--- src/rtl/masked_byte_pattern_scan_defines.svh ---
// Assertion macros shared by the RTL. They sample on clk and are disabled in reset.
`ifndef MASKED_BYTE_PATTERN_SCAN_DEFINES_SVH
`define MASKED_BYTE_PATTERN_SCAN_DEFINES_SVH

// The consequent must hold in the same cycle as the antecedent.
`define MBPS_ASSERT_SAME(label, ante, cons, msg) \
    label: assert property (@(posedge clk) disable iff (!rst_n) (ante) |-> (cons)) \
        else $error(msg);

// The consequent must hold in the cycle after the antecedent.
`define MBPS_ASSERT_NEXT(label, ante, cons, msg) \
    label: assert property (@(posedge clk) disable iff (!rst_n) (ante) |=> (cons)) \
        else $error(msg);

`endif

--- src/rtl/mbps_pkg.sv ---
`default_nettype none
package mbps_pkg;

    localparam int MAX_PATTERN_BYTES = 16;
    localparam int WIN_IDX_W = $clog2(MAX_PATTERN_BYTES);
    localparam int LEN_W = 5;
    localparam int OFFSET_W = 32;

    typedef logic [1:0] reg_index_t;
    localparam reg_index_t REG_PATTERN_LOW  = 2'd0;
    localparam reg_index_t REG_PATTERN_HIGH = 2'd1;
    localparam reg_index_t REG_CARE_BITS    = 2'd2;
    localparam reg_index_t REG_PATTERN_LEN  = 2'd3;

    // Control that every window cell receives each cycle.
    typedef struct packed {
        logic shift_en;
        logic clear;
    } cell_ctrl_t;

endpackage
`default_nettype wire

--- src/rtl/mbps_cell.sv ---
`default_nettype none
module mbps_cell
(
    input  wire logic              clk,
    input  wire logic              rst_n,
    input  wire mbps_pkg::cell_ctrl_t ctrl,
    input  wire logic [7:0]        byte_in,
    input  wire logic [7:0]        expect_byte,
    input  wire logic              care,
    output logic [7:0]             byte_out,
    output logic                   match
);
    import mbps_pkg::*;

    logic [7:0] byte_reg;
    logic [7:0] byte_next;

    // After a shift this cell holds byte_in, so the compare looks at it directly.
    assign match = !care || (byte_in == expect_byte);
    assign byte_out = byte_reg;

    always_comb
    begin
        byte_next = byte_reg;
        if (ctrl.clear)
        begin
            byte_next = 8'd0;
        end
        else if (ctrl.shift_en)
        begin
            byte_next = byte_in;
        end
    end

    always_ff @(posedge clk or negedge rst_n)
    begin
        if (!rst_n)
        begin
            byte_reg <= 8'd0;
        end
        else
        begin
            byte_reg <= byte_next;
        end
    end

endmodule
`default_nettype wire

--- src/rtl/masked_byte_pattern_scan.sv ---
// Masked byte pattern scan.
// Bytes of a region enter on the s_ channel, one per transaction: s_tdata holds
// the byte and s_tlast marks the last byte of the region. The user sets the
// pattern, care mask and length over APB only while idle (not enforced).
// A row of sixteen window cells holds the latest bytes and compares all pattern
// positions in parallel, so the block takes one byte per cycle unless stalled.
// At most one result per region leaves on the m_ channel: m_tuser is the found
// flag and m_tdata the start offset of the match (zero when not found). The
// result appears the cycle after the byte that completes the match, or after
// the last byte when there is no match. Later bytes of a matched region are
// absorbed without a result.
// The result sits in an output register; while a result waits there and the
// receiver stalls, s_tready is low and no byte is taken, so every cycle of
// stall on the m_ channel also holds the s_ channel.
// Reset clears the window, the byte count and the configuration to its
// defaults (care mask all ones, length one).
`default_nettype none
`include "masked_byte_pattern_scan_defines.svh"
module masked_byte_pattern_scan
(
    input  wire logic        clk,
    input  wire logic        rst_n,
    // APB configuration port
    input  wire logic        psel,
    input  wire logic        penable,
    input  wire logic        pwrite,
    input  wire logic [4:0]  paddr,
    input  wire logic [63:0] pwdata,
    output logic [63:0]      prdata,
    output logic             pready,
    // Byte stream in
    input  wire logic        s_tvalid,
    output logic             s_tready,
    input  wire logic [7:0]  s_tdata,   // [7:0] data_byte
    input  wire logic        s_tlast,   // region_end
    // Result out
    output logic             m_tvalid,
    input  wire logic        m_tready,
    output logic [31:0]      m_tdata,   // [31:0] match_offset
    output logic             m_tuser    // [0] found
);
    import mbps_pkg::*;

    logic [63:0]        pattern_low_reg;
    logic [63:0]        pattern_high_reg;
    logic [15:0]        care_bits_reg;
    logic [LEN_W-1:0]   pattern_length_reg;

    logic [OFFSET_W-1:0] bytes_seen_reg;
    logic [OFFSET_W-1:0] bytes_seen_next;
    logic                match_reported_reg;
    logic                match_reported_next;

    logic                out_valid_reg;
    logic                out_valid_next;
    logic                out_found_reg;
    logic                out_found_next;
    logic [OFFSET_W-1:0] out_offset_reg;
    logic [OFFSET_W-1:0] out_offset_next;

    logic                cfg_write;
    reg_index_t          cfg_index;
    logic                in_fire;
    logic [LEN_W-1:0]    len_eff;
    logic [LEN_W-1:0]    len_sub;
    logic [OFFSET_W:0]   count;
    logic [OFFSET_W:0]   offset_wide;
    logic                all_match;
    logic                hit;
    logic                produce;
    logic [127:0]        pattern_all;
    cell_ctrl_t          cell_ctrl;

    logic [7:0] win [MAX_PATTERN_BYTES];
    logic [MAX_PATTERN_BYTES-1:0] cell_match;

    assign pready    = 1'b1;
    assign cfg_write = psel && penable && pwrite;
    assign cfg_index = paddr[4:3];

    always_comb
    begin
        unique case (cfg_index)
            REG_PATTERN_LOW:  prdata = pattern_low_reg;
            REG_PATTERN_HIGH: prdata = pattern_high_reg;
            REG_CARE_BITS:    prdata = {48'd0, care_bits_reg};
            REG_PATTERN_LEN:  prdata = {{(64-LEN_W){1'b0}}, pattern_length_reg};
            default:          prdata = 64'd0;
        endcase
    end

    always_ff @(posedge clk or negedge rst_n)
    begin
        if (!rst_n)
        begin
            pattern_low_reg    <= 64'd0;
            pattern_high_reg   <= 64'd0;
            care_bits_reg      <= 16'hFFFF;
            pattern_length_reg <= LEN_W'(1);
        end
        else if (cfg_write)
        begin
            unique case (cfg_index)
                REG_PATTERN_LOW:  pattern_low_reg    <= pwdata;
                REG_PATTERN_HIGH: pattern_high_reg   <= pwdata;
                REG_CARE_BITS:    care_bits_reg      <= pwdata[15:0];
                REG_PATTERN_LEN:  pattern_length_reg <= pwdata[LEN_W-1:0];
                default:          ;
            endcase
        end
    end

    // Any byte is taken only while the output register is empty or being drained.
    assign s_tready = !out_valid_reg || m_tready;
    assign in_fire  = s_tvalid && s_tready;

    assign len_eff = (pattern_length_reg > LEN_W'(MAX_PATTERN_BYTES))
                     ? LEN_W'(MAX_PATTERN_BYTES) : pattern_length_reg;
    assign len_sub = (len_eff == '0) ? LEN_W'(1) : len_eff;
    assign pattern_all = {pattern_high_reg, pattern_low_reg};

    assign cell_ctrl.shift_en = in_fire && !match_reported_reg;
    assign cell_ctrl.clear    = in_fire && s_tlast;

    // Cell k holds the byte k steps back; it checks pattern position len-1-k.
    for (genvar k = 0; k < MAX_PATTERN_BYTES; k++)
    begin : g_cell
        logic [7:0]           byte_in;
        logic [WIN_IDX_W-1:0] pat_idx;
        logic [LEN_W-1:0]     pat_idx_wide;
        logic                 in_use;

        if (k == 0)
        begin : g_head
            assign byte_in = s_tdata;
        end
        else
        begin : g_body
            assign byte_in = win[k-1];
        end

        assign in_use       = LEN_W'(k) < len_eff;
        assign pat_idx_wide = len_eff - LEN_W'(1) - LEN_W'(k);
        assign pat_idx      = pat_idx_wide[WIN_IDX_W-1:0];

        mbps_cell u_cell
        (
            .clk         (clk),
            .rst_n       (rst_n),
            .ctrl        (cell_ctrl),
            .byte_in     (byte_in),
            .expect_byte (pattern_all[pat_idx*8 +: 8]),
            .care        (in_use && care_bits_reg[pat_idx]),
            .byte_out    (win[k]),
            .match       (cell_match[k])
        );
    end

    assign all_match   = &cell_match;
    assign count       = {1'b0, bytes_seen_reg} + (OFFSET_W+1)'(1);
    assign offset_wide = count - (OFFSET_W+1)'(len_sub);
    assign hit = (len_eff == '0) || ((count >= (OFFSET_W+1)'(len_eff)) && all_match);
    assign produce = in_fire && !match_reported_reg && (hit || s_tlast);

    always_comb
    begin
        bytes_seen_next     = bytes_seen_reg;
        match_reported_next = match_reported_reg;
        out_valid_next      = out_valid_reg;
        out_found_next      = out_found_reg;
        out_offset_next     = out_offset_reg;

        if (m_tready)
        begin
            out_valid_next = 1'b0;
        end
        if (produce)
        begin
            out_valid_next  = 1'b1;
            out_found_next  = hit;
            out_offset_next = hit ? offset_wide[OFFSET_W-1:0] : '0;
        end

        if (in_fire)
        begin
            if (s_tlast)
            begin
                bytes_seen_next     = '0;
                match_reported_next = 1'b0;
            end
            else if (!match_reported_reg)
            begin
                if (bytes_seen_reg != '1)
                begin
                    bytes_seen_next = bytes_seen_reg + OFFSET_W'(1);
                end
                match_reported_next = hit;
            end
        end
    end

    always_ff @(posedge clk or negedge rst_n)
    begin
        if (!rst_n)
        begin
            bytes_seen_reg     <= '0;
            match_reported_reg <= 1'b0;
            out_valid_reg      <= 1'b0;
        end
        else
        begin
            bytes_seen_reg     <= bytes_seen_next;
            match_reported_reg <= match_reported_next;
            out_valid_reg      <= out_valid_next;
        end
    end

    always_ff @(posedge clk)
    begin
        out_found_reg  <= out_found_next;
        out_offset_reg <= out_offset_next;
    end

    assign m_tvalid = out_valid_reg;
    assign m_tuser  = out_found_reg;
    assign m_tdata  = out_offset_reg;

    `MBPS_ASSERT_NEXT(a_region_end_clears, in_fire && s_tlast, (bytes_seen_reg == '0) && !match_reported_reg, "region end did not clear scan state")
    `MBPS_ASSERT_NEXT(a_matched_stays, in_fire && match_reported_reg && !s_tlast, match_reported_reg && (bytes_seen_reg == $past(bytes_seen_reg)), "matched region changed state")
    `MBPS_ASSERT_NEXT(a_count_steps, in_fire && !match_reported_reg && !s_tlast && (bytes_seen_reg != '1), bytes_seen_reg == $past(bytes_seen_reg) + OFFSET_W'(1), "byte count did not advance")
    `MBPS_ASSERT_SAME(a_not_found_zero, out_valid_reg && !out_found_reg, out_offset_reg == '0, "not-found result carries an offset")
    `MBPS_ASSERT_NEXT(a_result_registered, produce, out_valid_reg, "result was not registered")

endmodule
`default_nettype wire
--- config.mk ---
export PLATFORM = sky130hd
export DESIGN_NAME = masked_byte_pattern_scan
export DESIGN_NICKNAME = d
export VERILOG_FILES = /design/src/rtl/mbps_pkg.sv /design/src/rtl/mbps_cell.sv /design/src/rtl/masked_byte_pattern_scan.sv
export VERILOG_INCLUDE_DIRS = /design/src /design/src/rtl
export SDC_FILE = /design/constraint.sdc
export NUM_CORES = 1
export LEC_CHECK = 0
export BUFFER_PORTS_ARGS = -buffer_cell sky130_fd_sc_hd__buf_2
export CORE_ASPECT_RATIO = 0.9
export CORE_MARGIN = 4
export CORE_UTILIZATION = 65
export DETAILED_ROUTE_END_ITERATION = 6
export PLACE_DENSITY = 0.85
export SETUP_SLACK_MARGIN = 0.4
export SLEW_MARGIN = 20
export SYNTH_ARGS = -nofsm -noshare
export SYNTH_HDL_FRONTEND = slang
export SYNTH_SLANG_ARGS = --single-unit
--- constraint.sdc ---
create_clock -name clk -period 12.5 [get_ports clk]
set_input_delay 2.5 -clock clk [delete_from_list [all_inputs] [get_ports clk]]
set_output_delay 2.5 -clock clk [all_outputs]
set_load 0.02 [all_outputs]
## Word level (Yosys, flattened, before mapping)

Index checks and enable logic that the tools add are counted.
W data, S select, Z words.

- Magnitude comparators: 34
- $add $sub $neg: 19
- Shifts and indexed selects: 16
- Equality and inequality tests: 21
- Mux-type cells: 72
- Reductions and logical operators: 71

Operators by type and width:

| operator | count |
|---|---|
| $shiftx A128 B8 Y8 | 16 |
| $pmux W64 S4 | 1 |
| $mux W8 | 30 |
| $eq A8 B8 Y1 | 16 |
| $mux W32 | 3 |
| $lt A4 B5 Y1 const B | 16 |
| $bmux W1 S4 | 16 |
| $lt A4 B5 Y1 const A | 8 |
| $add A32 B1 Y33 const B | 1 |
| $ge A33 B5 Y1 | 1 |
| $add A32 B1 Y32 const B | 1 |
| $ne A32 B32 Y1 const B | 1 |
| $sub A32 B5 Y32 | 1 |
| $sub A4 B4 Y4 const B | 8 |
| $logic_and A1 B1 Y1 | 23 |
| $lt A3 B5 Y1 const A | 4 |
| $mux W1 | 20 |
| $logic_or A1 B1 Y1 | 19 |
| $logic_not A1 Y1 | 18 |
| $reduce_and A16 Y1 | 1 |
| $sub A4 B3 Y4 const B | 4 |
| $lt A1 B5 Y1 const A | 2 |
| $lt A2 B5 Y1 const A | 2 |
| $mux W5 | 2 |
| other kinds (11) | 19 |

- Flip-flop bits (word level): 336
- Output and inout bits: 100

## Depth between registers and ports, before layout

- Word-level depth: 15
- Gate-level depth with buffers: 25
- Gate-level depth less buffers: 17

## Cells and area by module

From an unflattened synthesis, not the netlist that was laid out.

- Cells, all modules: 2182
- Area total of the unflattened synthesis: 24232.0 um2

Modules (own cells, without submodules):

| module | times used | area each (um2) | sequential area each (um2) | cells an instance |
|---|---|---|---|---|
| masked_byte_pattern_scan | 1 | 17625.7 | 5591.6 | 1590 |
| mbps_cell | 16 | 412.9 | 200.2 | 37 |

## Worst setup path after synthesis

Ideal clock, no wire load.

- Path type: register to register
- Start point: reg pattern_length_reg[0]
- End point: reg out_offset_reg[0], in the netlist m_tdata[0], enable pin
- Period minus slack after synthesis: 6.702 ns
- Required time: 12.055 ns
- Data arrival time: 6.257 ns
- Setup slack: 5.798 ns
- Cell stages (with the launch flop): 21
- Cells stage by stage: dfstp_2 > nand2b_1 > buf_6 > buf_6 > buf_2 > buf_2 > buf_2 > ha_1 > buf_2 > buf_4 > buf_1 > clkbuf_1 > mux4_2 > mux2i_1 > mux2i_1 > xor2_1 > nor4_1 > nand4_1 > a2111oi_2 > nand4_1 > a31oi_1

- Cells in the longest elaborated chain, start to end: 14
- Elaborated cells between the ends (all ways): 153
- Classes of those cells: 16 x add/sub; 18 x order compare; 16 x eq/ne; 16 x shift; 33 x mux; 54 x reduce/logical

Ends and longest elaborated chain:

| what | line | source |
|---|---|---|
| start: declaration | masked_byte_pattern_scan.sv:47 | `logic [LEN_W-1:0] pattern_length_reg;` |
| start signal: assignment | masked_byte_pattern_scan.sv:107 | `REG_PATTERN_LEN: pattern_length_reg <= pwdata[LEN_W-1:0];` |
| $gt A5 B5 Y1 | masked_byte_pattern_scan.sv:117 | `assign len_eff = (pattern_length_reg > LEN_W'(MAX_PATTERN_BYTES))` |
| $mux W5 (*) | masked_byte_pattern_scan.sv:118 | `? LEN_W'(MAX_PATTERN_BYTES) : pattern_length_reg;` |
| parallel branches: the longest is 9 deep, another holds $sub A4 B1 Y4 | n/a |  |
| $logic_or A1 B1 Y1 (*) | masked_byte_pattern_scan.sv:162 | `assign hit = (len_eff == '0) \|\| ((count >= (OFFSET_W+1)'(len_eff)) && all_match);` |
| $logic_or A1 B1 Y1 (*) | masked_byte_pattern_scan.sv:163 | `assign produce = in_fire && !match_reported_reg && (hit \|\| s_tlast);` |
| $logic_and A1 B1 Y1 (*) | masked_byte_pattern_scan.sv:163 |  |
| end signal: assignment | masked_byte_pattern_scan.sv:221 | `out_offset_reg <= out_offset_next;` |
| end: declaration | masked_byte_pattern_scan.sv:58 | `logic [OFFSET_W-1:0] out_offset_reg;` |

Every way passes the cells marked *. The select of a mux whose other input is x is not followed.
A chain may end at the register's enable or synchronous reset.

## Worst setup path in the final report

- Start point: reg pattern_length_reg[0]
- End point: reg out_offset_reg[8], in the netlist m_tdata[8], enable pin

The elaborated chain is that of the path after synthesis.

==> run_results.csv <==
group,metric,value,unit
route,first_pass_iters,6,
finish,seqCellArea,8590,um2
logic_synthesis,yosys-top-cells-area,"dfrtp_1, mux2i_1, mux4_2",
placement,place_inst,2976,
worst_setup_path,cp_cell_sequence,"nand2b_4, ha_2, inv_2, buf_4, xnor3_1, nand2_1, a211oi_1, nor2_1, xnor2_1, nor4_1, a21oi_1, a2111oi_2, nand4_1, a31oi_4, buf_16",
die,start_util,0.664,
logic_synthesis,async_flop_share,0.902,
die,fp.coreArea,37600,um2
power_and_ir_drop,vdd_drop_max,0.196,mV
timing,relSlewSlack,0.235,
logic_synthesis,synth-seq-area-share,0.344,
logic_synthesis,yosys.area.top_type,"dfrtp_1",
timing,max_freq,0.137,GHz
grt,grt_pass1_vias,20800,
placement,place_congestion,1.06,
flow_run,maxCapViolCount,0,
power_and_ir_drop,sw_frac_of_total,0.494,
die,fp.dieH,194,um
worst_setup_path,crit_fanout,32,
clock_network,cts_num_sinks,336,
route,drc,0,
grt,grt_pass1_wl,134,mm
timing,fin_crit,7.28,ns
logic_synthesis,yosys_most_used_dff,"dfrtp_1",
logic_synthesis,yosys.cell_types.count,76,
route,drtAntennaViolNets,0,
logic_synthesis,syn_inst,2471,
clock_network,clockBufferDepth,3,
placement,port_buffers,180,
timing,rsz0062_at_grt,"no",
grt,grt_max_degree,89,
clock_network,post_cts.repair.setup_buffers,0,
grt,grtUsageTotal,0.424,
grt,grt_overflow,0,
timing,finalSetupViolations,0,
finish,fin_cells,3042,
hold_path,hp-class,"reg -> reg",
worst_setup_path,critPathCaptureType,"register",
die,dieArea,41700,um2
power_and_ir_drop,power.share.clock,0.155,
power_and_ir_drop,p_per_area,259,nW/um2
die,ioPinCount,185,
route,wire_per_inst,29.7,um
clock_network,clk_pin_slew,0.06,ns
logic_synthesis,syn_avg_cell_area,10.1,um2
worst_setup_path,worst_setup_path_start_kind,"register",
clock_network,hold_buffers,0,
worst_setup_path,cp.arrival,7.54,ns
worst_setup_path,slowest_stage,"xnor3_1",
die,die_x,215,um
logic_synthesis,synth.most_common_cell,"mux2i_1",
timing,maxSlewViolCount,0,
power_and_ir_drop,seqPwrFrac,0.225,
power_and_ir_drop,p_comb_frac,0.620,
route,finalWirelength,90.4,mm
die,row_count,67,
worst_setup_path,required,12.76,ns
logic_synthesis,yosys_warnings,0,
clock_network,cts_tree,"done",
logic_synthesis,syn-cell-area,25000,um2
grt,antenna_found_initial,3,
timing,worstMarginPinSlew,1.14,ns
logic_synthesis,synth_edf_count,33,
timing,skew,0.0195,ns
power_and_ir_drop,power.switching,3.50,mW
logic_synthesis,synthTopCellsByCount,"mux2i_1, nand2_1, dfrtp_1",
route,drt_iter0_drc,3292,
logic_synthesis,syn-num-nets,2568,
power_and_ir_drop,p_leak,12.0,nW
finish,drive_above_1_share,0.243,
clock_network,ctsResizeCount,0,
power_and_ir_drop,p_int,3.58,mW
run_status,status,"completed",
finish,synthToLayoutAreaGrowth,9.17,%
placement,dp_hpwl,66.4,mm
timing,period_share,0.582,
finish,multi_input_area,15600,um2
worst_setup_path,crit_type,"reg -> reg",
finish,largest_reg_flops,120,
logic_synthesis,ys_seq_elements,336,
route,vias,21800,
clock_network,htreeDepth,2,
finish,n_fill_cell,2675,
timing,finalHoldViolations,0,
clock_network,clk_latency,0.57,ns
clock_network,cts_root_buf,"clkbuf_16",
route,post_drt_via_cell_ratio,7.18,
logic_synthesis,synth_top_area_frac,0.286,
timing,tns,0,ns
clock_network,cts_buffers,36,
finish,final_nets,2630,
worst_setup_path,critPathMaxStageDelay,1.00,ns
metal layers:
metal  vias up  part of all wire  global-route usage
met4         8             0.069               0.224
met2      1420              0.44               0.656
li1       9253                 -                   -
met3       329              0.12               0.114
met5         -           0.00061                   0
met1     10800              0.36               0.550
power groups by stage:
stage	clock (mW)	sequential [mW]	combinational, mW
5_1_grt	1.14	1.60	4.55
3_5_place_dp	0	1.59	4.20
6_report	1.09	1.59	4.39
2_1_floorplan	0	1.50	2.88
4_1_cts	1.10	1.57	4.23
3_3_place_gp	0	1.57	4.14
final timing paths:
kind,depth (start not counted),to,slack [ns],start
max,15,m_tdata[8]$_SDFFCE_PN0P_,5.22,pattern_length_reg[0]$_DFFE_PN1P_
min,1,m_tvalid$_DFFE_PN0P_,0.50,m_tvalid$_DFFE_PN0P_
max reg2reg,15,m_tdata[8]$_SDFFCE_PN0P_,5.22,pattern_length_reg[0]$_DFFE_PN1P_
min reg2reg,1,m_tvalid$_DFFE_PN0P_,0.50,m_tvalid$_DFFE_PN0P_
max in group asynchronous,4,g_cell[7].u_cell.byte_out[6]$_DFFE_PN0P_,8.48,rst_n
min in group asynchronous,1,pattern_high_reg[8]$_DFFE_PN0P_,1.94,rst_n
per-stage QoR:
stage / utilization / power, mW / area (um2) / setup WS [ns] / hold WS (ns)
2_1_floorplan: - / 4.38 / 25000 / 5.80 / 0.475
3_3_place_gp: 0.692 / 5.71 / 26100 / 5.42 / 0.476
3_5_place_dp: 0.692 / 5.79 / 26100 / 5.22 / 0.487
4_1_cts: 0.724 / 6.90 / 27200 / 5.19 / 0.499
5_1_grt: 0.725 / 7.29 / 27300 / 4.93 / 0.519
6_report: 0.725 / 7.08 / 27300 / 5.22 / 0.497
cell families (layout without fill, tap and decap cells):
| family | Yosys count | after routing | share of synthesized area |
|---|---|---|---|
| compound gates | 432 | 432 | 0.113 |
| xor+xnor | 191 | 191 | 0.0704 |
| fa+ha+maj | 12 | 12 | 0.00630 |
| buf+inv | 218 | 304 | 0.0399 |
| flops | 336 | 336 | 0.344 |
| mux | 599 | 599 | 0.300 |
| other cells | 1 | 3 | 0.000150 |
| simple gates | 682 | 682 | 0.127 |
layout by cell type (no fill, tap or decap), drive strengths merged, types with 35 or more instances in the layout:
cell type	instances
a21oi	121
dfrtp	286
o21ai	83
nor2	159
mux4	103
a22o	58
nor3	35
mux2	171
clkbuf	55
mux2i	325
nand3	40
xnor2	116
buf	224
nand2	289
xor2	73
critical path, delay by kind of cell (launching register included):
kind,cells,cell delay (ns)
compound gates,4,1.51
xor+xnor,2,1.14
simple gates,5,1.91
flops,1,0.80
buf+inv,3,1.10
fa+ha+maj,1,0.42
cell type report:
cell class,count,area share
clock inverters,7,0.00280
clock buffers,55,0.0408
repair buffers,224,0.0467
well taps,483,0.0221
flip-flops and latches,336,0.315
diodes,2,0.000183
multi-input cells,1917,0.570
inverters,18,0.00266
(Power assumes the default switching activity.)
